`config.mk`:
```
export PLATFORM = sky130hd
export DESIGN_NAME = boot_load_map_builder_unit
export DESIGN_NICKNAME = d
export VERILOG_FILES = /design/src/sv/blmb_pkg.sv /design/src/sv/blmb_ctrl.sv /design/src/sv/blmb_dp.sv /design/src/sv/boot_load_map_builder_unit.sv
export VERILOG_INCLUDE_DIRS = /design/src /design/src/sv
export SDC_FILE = /design/constraint.sdc
export NUM_CORES = 1
export LEC_CHECK = 0
export ABC_AREA = 1
export BUFFER_PORTS_ARGS = -buffer_cell sky130_fd_sc_hd__buf_2
export CAP_MARGIN = 40
export CORE_MARGIN = 4
export CORE_UTILIZATION = 40
export DETAILED_ROUTE_END_ITERATION = 8
export REMOVE_ABC_BUFFERS = 1
export SLEW_MARGIN = 20
export SYNTH_ARGS = -nofsm -noshare
export SYNTH_HDL_FRONTEND = slang
export SYNTH_HIERARCHICAL = 1
export SYNTH_SLANG_ARGS = --single-unit
```
`constraint.sdc`:
```
create_clock -name clk -period 3.08 [get_ports clk]
set_input_delay 0.154 -clock clk [delete_from_list [all_inputs] [get_ports clk]]
set_output_delay 0.154 -clock clk [all_outputs]
set_load 0.05 [all_outputs]
```
`src/sv/assert_macros.svh`:
```
// Assertion macros used by the top-level RTL file
`ifndef ASSERT_MACROS_SVH
`define ASSERT_MACROS_SVH
`ifndef SYNTHESIS
`define ASSERT_IMPLIES(label, clk, rst_n, a, b) \
	label: assert property (@(posedge clk) disable iff (!rst_n) (a) |-> (b)) \
	else $error("assertion failed");
`define ASSERT_NEXT(label, clk, rst_n, a, b) \
	label: assert property (@(posedge clk) disable iff (!rst_n) (a) |=> (b)) \
	else $error("assertion failed");
`else
`define ASSERT_IMPLIES(label, clk, rst_n, a, b)
`define ASSERT_NEXT(label, clk, rst_n, a, b)
`endif
`endif

```
`src/sv/blmb_pkg.sv`:
```
// Types and constants of the boot load map builder
package blmb_pkg;
	localparam int unsigned MaxRunDefault = 32;
	localparam logic [23:0] PcBase = 24'h008000;
	localparam logic [23:0] WsBase = 24'h030000;
	localparam logic [1:0] PlatPc = 2'd0;
	localparam logic [1:0] PlatWsBe = 2'd1;
	localparam logic [1:0] PlatWsLe = 2'd2;
	localparam logic RegPlatform = 1'b0;
	localparam logic RegSpt = 1'b1;
	localparam logic [5:0] SptReset = 6'd18;
	localparam logic [7:0] CodeFlag = 8'h40;

	typedef struct packed {
		logic [15:0] lba_sector;
		logic        final_req;
	} in_item_t;

	typedef struct packed {
		logic [63:0] entry_word;
		logic        is_terminator;
		logic        last;
		logic        overflow;
	} out_item_t;

	typedef struct packed {
		logic load;
		logic div_step;
		logic close;
		logic close_last;
		logic update;
		logic term;
	} ctrl_cmd_t;

	typedef struct packed {
		logic run_open;
		logic extend;
		logic final_req;
		logic out_free;
	} ctrl_sts_t;

	function automatic logic [23:0] base_of(input logic [1:0] plat);
		return (plat == PlatPc) ? PcBase : WsBase;
	endfunction
endpackage

```
`src/sv/blmb_ctrl.sv`:
```
// Sequencer of the load map builder: divide, test, emit
module blmb_ctrl import blmb_pkg::*; (
	input  logic       clk,
	input  logic       arst_n,
	input  logic       in_valid,
	output logic       in_ready,
	input  ctrl_sts_t  sts,
	output ctrl_cmd_t  cmd
);
	typedef enum logic [6:0] {
		S_IDLE   = 7'b0000001,
		S_DIV    = 7'b0000010,
		S_CHECK  = 7'b0000100,
		S_CLOSE1 = 7'b0001000,
		S_UPD    = 7'b0010000,
		S_CLOSE2 = 7'b0100000,
		S_TERM   = 7'b1000000
	} state_t;

	state_t state_q, state_d;
	logic [3:0] cnt_q;

	always_comb begin
		state_d = state_q;
		cmd = '0;
		in_ready = 1'b0;
		unique case (state_q)
			S_IDLE: begin
				in_ready = 1'b1;
				if (in_valid) begin
					cmd.load = 1'b1;
					state_d = S_DIV;
				end
			end
			S_DIV: begin
				cmd.div_step = 1'b1;
				if (cnt_q == 4'd15) state_d = S_CHECK;
			end
			S_CHECK: begin
				state_d = (sts.run_open && !sts.extend) ? S_CLOSE1 : S_UPD;
			end
			S_CLOSE1: begin
				if (sts.out_free) begin
					cmd.close = 1'b1;
					cmd.close_last = !sts.final_req;
					state_d = S_UPD;
				end
			end
			S_UPD: begin
				cmd.update = 1'b1;
				state_d = sts.final_req ? S_CLOSE2 : S_IDLE;
			end
			S_CLOSE2: begin
				if (sts.out_free) begin
					cmd.close = 1'b1;
					state_d = S_TERM;
				end
			end
			S_TERM: begin
				if (sts.out_free) begin
					cmd.term = 1'b1;
					state_d = S_IDLE;
				end
			end
			default: state_d = S_IDLE;
		endcase
	end

	always_ff @(posedge clk or negedge arst_n) begin
		if (!arst_n) begin
			state_q <= S_IDLE;
			cnt_q <= '0;
		end else begin
			state_q <= state_d;
			cnt_q <= (state_q == S_DIV) ? cnt_q + 4'd1 : 4'd0;
		end
	end
endmodule

```
`src/sv/blmb_dp.sv`:
```
// Datapath: run state, track dividers, entry formatting and output register
module blmb_dp import blmb_pkg::*; #(
	parameter int unsigned MAX_RUN = MaxRunDefault
) (
	input  logic       clk,
	input  logic       arst_n,
	input  in_item_t   in_data,
	input  logic       cfg_valid,
	input  logic       cfg_index,
	input  logic [5:0] cfg_data,
	input  ctrl_cmd_t  cmd,
	output ctrl_sts_t  sts,
	output logic       out_valid,
	input  logic       out_ready,
	output out_item_t  out_data
);
	logic [15:0] sector_q, run_start_q, prev_q;
	logic        final_q;
	logic [5:0]  run_len_q, spt_q;
	logic [23:0] load_addr_q;
	logic [6:0]  count_q;
	logic [1:0]  plat_q;
	logic [15:0] num_a_q, num_b_q;
	logic [6:0]  rem_a_q, rem_b_q;
	logic [6:0]  ra, rb;
	logic        out_valid_q;
	out_item_t   out_q;

	logic        consecutive, same_track, short_enough, same_page;
	logic [24:0] end_addr;
	logic [6:0]  count_next;
	logic [7:0]  code;
	logic [15:0] pg_pc, pg_ws;
	logic [63:0] close_word, term_word;
	logic [1:0]  plat_w;

	assign ra = {rem_a_q[5:0], num_a_q[15]};
	assign rb = {rem_b_q[5:0], num_b_q[15]};

	assign consecutive  = {1'b0, sector_q} == ({1'b0, prev_q} + 17'd1);
	assign same_track   = (spt_q == 6'd0) || (num_a_q == num_b_q);
	assign short_enough = {26'd0, run_len_q} < MAX_RUN;
	assign end_addr     = {1'b0, load_addr_q} + {10'd0, run_len_q, 9'd0};
	assign same_page    = {1'b0, load_addr_q[23:16]} == end_addr[24:16];

	assign sts.run_open  = run_len_q != 6'd0;
	assign sts.extend    = consecutive && same_track && short_enough && same_page;
	assign sts.final_req = final_q;
	assign sts.out_free  = !out_valid_q || out_ready;

	assign count_next = (count_q == 7'd127) ? count_q : count_q + 7'd1;
	assign code  = CodeFlag | {2'b00, run_len_q - 6'd1};
	assign pg_pc = load_addr_q[19:4];
	assign pg_ws = {1'b0, load_addr_q[23:9]};
	assign plat_w = (cfg_data[1:0] == 2'd3) ? PlatWsLe : cfg_data[1:0];

	always_comb begin
		unique case (plat_q)
			PlatPc: begin
				close_word = {24'd0, run_start_q, pg_pc, code};
				term_word  = {16'd0, 8'h80, 8'h00, 8'hEA, 24'd0};
			end
			PlatWsBe: begin
				close_word = {run_start_q[7:0], run_start_q[15:8], 24'd0,
					pg_ws[7:0], pg_ws[15:8], code};
				term_word  = {16'd0, 8'h03, 40'd0};
			end
			default: begin
				close_word = {code, pg_ws, 24'd0, run_start_q};
				term_word  = {40'd0, 8'h03, 16'd0};
			end
		endcase
	end

	always_ff @(posedge clk or negedge arst_n) begin
		if (!arst_n) begin
			run_start_q <= '0;
			run_len_q   <= '0;
			prev_q      <= '0;
			load_addr_q <= PcBase;
			count_q     <= '0;
			plat_q      <= PlatPc;
			spt_q       <= SptReset;
			out_valid_q <= 1'b0;
		end else begin
			if (cfg_valid) begin
				if (cfg_index == RegPlatform) begin
					plat_q <= plat_w;
					if (run_len_q == 6'd0 && count_q == 7'd0)
						load_addr_q <= base_of(plat_w);
				end else begin
					spt_q <= cfg_data;
				end
			end
			if (out_valid_q && out_ready) out_valid_q <= 1'b0;
			if (cmd.close) begin
				out_valid_q <= 1'b1;
				load_addr_q <= end_addr[23:0];
				run_len_q   <= '0;
				count_q     <= count_next;
			end
			if (cmd.update) begin
				prev_q <= sector_q;
				if (run_len_q == 6'd0) begin
					run_start_q <= sector_q;
					run_len_q   <= 6'd1;
				end else begin
					run_len_q <= run_len_q + 6'd1;
				end
			end
			if (cmd.term) begin
				out_valid_q <= 1'b1;
				run_start_q <= '0;
				run_len_q   <= '0;
				prev_q      <= '0;
				count_q     <= '0;
				load_addr_q <= base_of(plat_q);
			end
		end
	end

	// restoring division of sector and run start by sectors per track
	always_ff @(posedge clk) begin
		if (cmd.load) begin
			sector_q <= in_data.lba_sector;
			final_q  <= in_data.final_req;
			num_a_q  <= in_data.lba_sector;
			num_b_q  <= run_start_q;
			rem_a_q  <= '0;
			rem_b_q  <= '0;
		end else if (cmd.div_step) begin
			if (ra >= {1'b0, spt_q}) begin
				rem_a_q <= ra - {1'b0, spt_q};
				num_a_q <= {num_a_q[14:0], 1'b1};
			end else begin
				rem_a_q <= ra;
				num_a_q <= {num_a_q[14:0], 1'b0};
			end
			if (rb >= {1'b0, spt_q}) begin
				rem_b_q <= rb - {1'b0, spt_q};
				num_b_q <= {num_b_q[14:0], 1'b1};
			end else begin
				rem_b_q <= rb;
				num_b_q <= {num_b_q[14:0], 1'b0};
			end
		end
		if (cmd.close) begin
			out_q.entry_word    <= close_word;
			out_q.is_terminator <= 1'b0;
			out_q.last          <= cmd.close_last;
			out_q.overflow      <= count_next >= 7'd64;
		end else if (cmd.term) begin
			out_q.entry_word    <= term_word;
			out_q.is_terminator <= 1'b1;
			out_q.last          <= 1'b1;
			out_q.overflow      <= count_q >= 7'd64;
		end
	end

	assign out_valid = out_valid_q;
	assign out_data  = out_q;
endmodule

```
`src/sv/boot_load_map_builder_unit.sv`:
```
// Top level of the boot load map builder
// Usage:
//   in channel (in_valid/in_ready, in_data): one sector number of the loader
//   file per item, final_req set on the last sector of the file.
//   out channel (out_valid/out_ready, out_data): 8-byte load map entries,
//   the terminator flagged with is_terminator; last marks the final result
//   of an input item. An item yields 0, 1 or (final) 2 to 3 results.
//   cfg channel (cfg_valid/cfg_ready, cfg_index, cfg_data): index 0 platform,
//   index 1 sectors per track; write only while the block is idle.
// Operation: an item first passes through the two one-bit-a-cycle track
//   dividers (sector and run start) and the run test; its results are then
//   emitted in turn.
// Results leave through one output register; while the receiver stalls the
//   sequencer holds before the next result, but in idle it still takes an item.
// Reset clears the run state, loads the pc base address, platform 0 and
//   18 sectors per track; no clearing pass is needed.
`include "assert_macros.svh"
module boot_load_map_builder_unit import blmb_pkg::*; #(
	parameter int unsigned MAX_RUN = MaxRunDefault
) (
	input  logic       clk,
	input  logic       arst_n,
	input  logic       in_valid,
	output logic       in_ready,
	input  in_item_t   in_data,
	output logic       out_valid,
	input  logic       out_ready,
	output out_item_t  out_data,
	input  logic       cfg_valid,
	output logic       cfg_ready,
	input  logic       cfg_index,
	input  logic [5:0] cfg_data
);
	ctrl_cmd_t cmd;
	ctrl_sts_t sts;

	assign cfg_ready = 1'b1;

	blmb_ctrl u_ctrl (
		.clk(clk), .arst_n(arst_n), .in_valid(in_valid), .in_ready(in_ready),
		.sts(sts), .cmd(cmd)
	);

	blmb_dp #(.MAX_RUN(MAX_RUN)) u_dp (
		.clk(clk), .arst_n(arst_n), .in_data(in_data),
		.cfg_valid(cfg_valid), .cfg_index(cfg_index), .cfg_data(cfg_data),
		.cmd(cmd), .sts(sts), .out_valid(out_valid), .out_ready(out_ready),
		.out_data(out_data)
	);

	`ASSERT_IMPLIES(a_term_last, clk, arst_n, out_valid && out_data.is_terminator, out_data.last)
	`ASSERT_NEXT(a_busy_after_accept, clk, arst_n, in_valid && in_ready, !in_ready)
	`ASSERT_NEXT(a_no_out_early, clk, arst_n, in_valid && in_ready && !out_valid, !out_valid)
endmodule

```
* Yosys cells after proc, flatten, opt, wreduce, memory -nomap -nowiden
Cells that the tools add are included. Widths: inputs -> output; s select.
Word-level totals: bits in registers 217, input port bits 29
Operators by class: $add $sub $neg 8, order comparisons 5, equality and inequality tests 20, mux-type cells 54, bitwise logic cells 1, reductions and logical operators 30
Operators by type and width (count):
- $mux 16 | 9
- $mux 67 | 2
- $pmux 64 s2 | 1
- $mux 24 | 5
- $pmux 48 s2 | 1
- $mux 7 | 8
- $pmux 7 s7 | 1
- $mux 6 | 7
- $mux 18 | 2
- $add 24x15->25 | 1
- $add 16x1->17 const B | 1
- $eq 16x17->1 | 1
- $eq 16x16->1 | 1
- $eq 7x7->1 const B | 2
- $ge 7x6->1 | 2
- $ge 7x7->1 const B | 2
- $mux 1 | 13
- $logic_not 6->1 | 2
- $reduce_bool 3->1 | 4
- $sub 6x6->6 | 2
- $eq 8x9->1 | 1
- $ne 2x2->1 const B | 4
- $reduce_bool 2->1 | 4
- $add 7x1->7 const B | 1
- 29 further kinds | 41

* Logic depth before layout (Yosys ltp)
depth after elaboration 9, mapped depth 17, depth with buffers taken out 17

* By module
The synthesis kept the hierarchy.
Modules (own cells, without submodules):
- blmb_dp | times used 1, cells an instance 1077, area an instance 9725.6 um^2
- blmb_ctrl | times used 1, cells an instance 101, area an instance 688.2 um^2
- boot_load_map_builder_unit | times used 1, cells an instance 2, area an instance 11.3 um^2

* Least setup slack after synthesis
Ideal clock, no wire load.
kind register to register, from register u_ctrl.state_q[2], to register u_dp.num_a_q[0], enable pin, library setup time 380 ps, data arrival time 3055 ps, data required time 2700 ps, path slack -354 ps, cell stages (with the launch flop) 9, buffers on the path 1, cell sequence dfrtp_1 > nor2_2 > nand3_1 > nor2_2 > inv_1 > nor2_1 > clkbuf_1 > nor2_1 > clkinv_1
RTL lines:
- start: declaration | line blmb_ctrl.sv:20 | state_t state_q, state_d;
- start signal: assignment | line blmb_ctrl.sv:74 | state_q <= state_d;
- end signal: assignment | line blmb_dp.sv:127 | num_a_q <= in_data.lba_sector;
- end signal: assignment | line blmb_dp.sv:134 | num_a_q <= {num_a_q[14:0], 1'b1};
- end signal: assignment | line blmb_dp.sv:137 | num_a_q <= {num_a_q[14:0], 1'b0};
- end: declaration | line blmb_dp.sv:23 | logic [15:0] num_a_q, num_b_q;

==> metrics.md <==
| Metric | Value |
|---|---|
| H-Tree Depth | `1` |
| Clock Tree Buf Depth | `3` |
| Synth top cells by count | `nand2_1 (285), inv_1 (171), nor2_1 (118)` |
| Setup crit end kind | `flip-flop` |
| Die X | `around 170 µm` |
| Leading area contributor after synthesis | `edfxtp_1` |
| Placed cell area | `between 10000 and 15000 µm²` |
| Slew Viols, Final | `0` |
| Maximum VDD drop | `about 0.38 mV` |
| Global-route wire length before repair | `around 42000 µm` |
| EDFF count, synth | `about 120` |
| GRT overflow | `0` |
| Max-Cap Viols | `0` |
| Largest net degree at the start of global routing | `56` |
| Global Route Usage Sum | `approximately 18%` |
| Synth area leaders | `edfxtp_1 (33%), dfrtp_1 (18%), nand2_1 (10%)` |
| Crit-path cells | `nor2_1, nand2_2, nor2_1, nor2_1, nor2_1, buf_4, inv_1, nor2_1, nand2_1, o221ai_1` |
| Final wirelength | `between 20000 and 30000 µm` |
| Library cells used by synthesis | `50` |
| CTS Buf Count | `23` |
| Wire per inst | `~16 µm` |
| DRT iter0 DRCs | `666` |
| Hold_ws | `~0.042 ns` |
| Slowest cell delay on critical path | `roughly 0.49 ns` |
| Clock Tree Root | `clkbuf_16` |
| Total I/O pin count | `99` |
| Slowest CP cell | `nand2_1` |
| Synth Flop Type | `edfxtp_1` |
| Setup CP Type | `flip-flop to flip-flop` |
| Run status | `finished clean` |
| Final ANT Viol Nets | `0` |
| Post-route core utilization | `about half` |
| ANT cells | `0` |
| Initial Utilization | `between 40% and 50%` |
| CTS tree | `yes` |
| Synth-to-layout area growth | `18.9%` |
| Synth top area share | `33.1%` |
| Design area | `12400 µm²` |
| # port buffers | `97` |
| Via count | `8426` |
| Area of the die | `roughly 29000 µm²` |
| Register area share after synthesis | `around 55%` |
| CP Data Arrival Time | `approximately 2.8 ns` |
| Skew final | `approximately 0.012 ns` |
| Clk slew on worst S/H paths | `~0.07 ns` |
| CP bufs+invs | `2` |
| Initial antenna violation count | `0` |
| Synth Area per Inst | `about 8.8 µm²` |
| Lkg Pwr | `roughly 5.3 nW` |
| Share of synthesized registers carrying an async set or reset | `between 30% and 40%` |
| Total negative slack | `0 ns` |
| Mapped Area | `around 10000 µm²` |
| Vias in the first global route | `7929` |
| Worst endpoint required time | `approximately 3.4 ns` |
| Final Setup Violations | `0` |
| Critical path's most frequent cell | `nor2_1` |
| Fin crit share | `between 80% and 90%` |
| HP Class | `input pin to flip-flop` |
| Cell family with most CP delay | `simple AND/OR/NAND/NOR gates` |
| GP Congestion | `between 0.8 and 0.9` |
| Share of cells above drive strength 1 | `about 14%` |
| Vias per inst | `roughly 5.1` |
| Min Clock Period, post-route | `between 2 and 2.5 ns` |
| Count leader, synth | `nand2_1` |
| Layout Nets | `about 1400` |
| Die Y | `approximately 170 µm` |
| Slew HR | `between 40% and 50%` |
| Final Hold Viols | `0` |
| Unrepaired setup endpoints after global routing | `no` |
| Power Density | `783 nW/µm²` |
| Worst Setup Start Kind | `flip-flop` |
| Skew-Pair Late Insertion Delay | `0.51 ns` |
| CTS sink count | `approximately 210` |
| Core area | `around 25000 µm²` |
| #FFs+latches synth | `208` |
| Max Fclk | `just over 400 MHz` |
| DPL Wire Length | `around 19000 µm` |
| DR DRC count | `0` |
| Drt first pass iters | `5` |
| YS warnings | `6` |
| Crit-path max FO | `20` |
| Worst slew pin tran | `just over 0.8 ns` |
| Post-Synthesis Cells | `1180` |
| FP Rows | `just under 60` |
-- worst reg2reg max path, delay by kind of cell (launching register included) --
family                 cells  cell delay (ns)
AOI/OAI and AO/OA          1             0.39
and+or+nand+nor            7             1.24
buffers and inverters      2             0.25
DFF                        1             0.41
-- metrics by stage --
step	setup slack, ns	instances	total power [mW]
2_1_floorplan	-1.76	1147	6.03
3_3_place_gp	0.700	1589	6.88
3_5_place_dp	0.673	1590	6.93
4_1_cts	0.619	1657	9.79
5_1_grt	0.414	1658	10.4
6_report	0.600	1658	9.70
-- path summary, 6_finish.rpt --
| path | start | end | slack (ns) | depth (start not counted) |
|---|---|---|---|---|
| setup / recovery | u_ctrl/state_q[5]$_DFFE_PN0P_ | u_dp/out_data[19]$_DFFE_PP_ | 0.60 | 10 |
| hold / removal | cfg_index | u_dp/plat_q[0]$_DFFE_PN0P_ | 0.04 | 3 |
| setup reg to reg | u_ctrl/state_q[5]$_DFFE_PN0P_ | u_dp/out_data[19]$_DFFE_PP_ | 0.60 | 10 |
| hold reg to reg | u_ctrl/cnt_q[0]$_DFF_PN0_ | u_ctrl/cnt_q[0]$_DFF_PN0_ | 0.46 | 1 |
| max in group asynchronous | arst_n | u_dp/run_start_q[1]$_DFFE_PN0P_ | 2.27 | 3 |
| min in group asynchronous | arst_n | u_dp/load_addr_q[22]$_DFFE_PN0P_ | 0.18 | 2 |
-- cell families (layout without fill, tap and decap cells) --
family | count (synthesis) | in the layout | synth area share (%)
simple gates | 506 | 506 | 20.4
buf+inv | 210 | 358 | 7.87
xor+xnor | 24 | 24 | 2.02
mux | 1 | 1 | 0.108
other cells | 1 | 1 | 0.0360
fa+ha+maj | 27 | 27 | 3.46
flops | 208 | 208 | 54.9
compound gates | 203 | 203 | 11.3
-- layout make-up --
cell class                      instances  area [µm²]
Fill cell                            2442       13000
Sequential cell                       208        5720
Multi-Input combinational cell        762        3900
Timing Repair Buffer                  140         928
Inverter                              177         664
Clock buffer                           29         628
Tap cell                              330         413
Clock inverter                         12         141
-- state kept, by name (all words and copies together), names as in the netlist, 7 cells and up --
register / count
u_dp/sector_q: 16
u_dp/count_q: 7
u_dp/run_start_q: 16
u_dp/prev_q: 16
u_dp/num_b_q: 16
u_ctrl/state_q: 7
u_dp/out_data: 67
u_dp/load_addr_q: 15
u_dp/num_a_q: 16
-- power by group --
group / switching [mW] / internal (mW)
clock: 1.09 / 1.69
sequential: 0.415 / 3.69
combinational: 1.95 / 0.863
total: 3.45 / 6.24
-- placed cells by master, fill, tap and decap left out, types with 7 or more instances in the layout --
| cell type | Yosys | layout |
|---|---|---|
| dfrtp_1 | 76 | 76 |
| nor2_1 | 118 | 117 |
| ha_1 | 24 | 24 |
| nor2_4 | 6 | 7 |
| o22ai_1 | 44 | 44 |
| clkbuf_16 | 0 | 23 |
| dlygate4sd3_1 | 0 | 26 |
| nand4_1 | 11 | 11 |
| o21ai_1 | 7 | 7 |
| a21oi_1 | 29 | 29 |
| o21ai_0 | 92 | 92 |
| inv_1 | 171 | 170 |
| buf_2 | 8 | 96 |
| nand3_1 | 53 | 53 |
| nand2_1 | 285 | 285 |
| dfxtp_1 | 13 | 13 |
| nor3_1 | 13 | 13 |
| buf_4 | 4 | 14 |
| xor2_1 | 19 | 19 |
| o32ai_1 | 11 | 11 |
| nor2_2 | 8 | 8 |
| edfxtp_1 | 115 | 115 |
-- repair_timing --
action	in CTS	in global routing
hold buffers	26	0
setup buffers	0	0
gates resized for setup	0	0
hold endpoints to repair	75	0
-- layer usage --
metal / wire (µm) / GRT usage (%) / up-vias
met2: 12200 / 29.7 / 251
met5: 0 / 0 / -
met1: 11800 / 25.3 / 3970
met4: 592 / 4.73 / 0
li1: - / - / 4163
met3: 1560 / 2.52 / 42
Note: power is estimated with default switching activity, not from simulation.
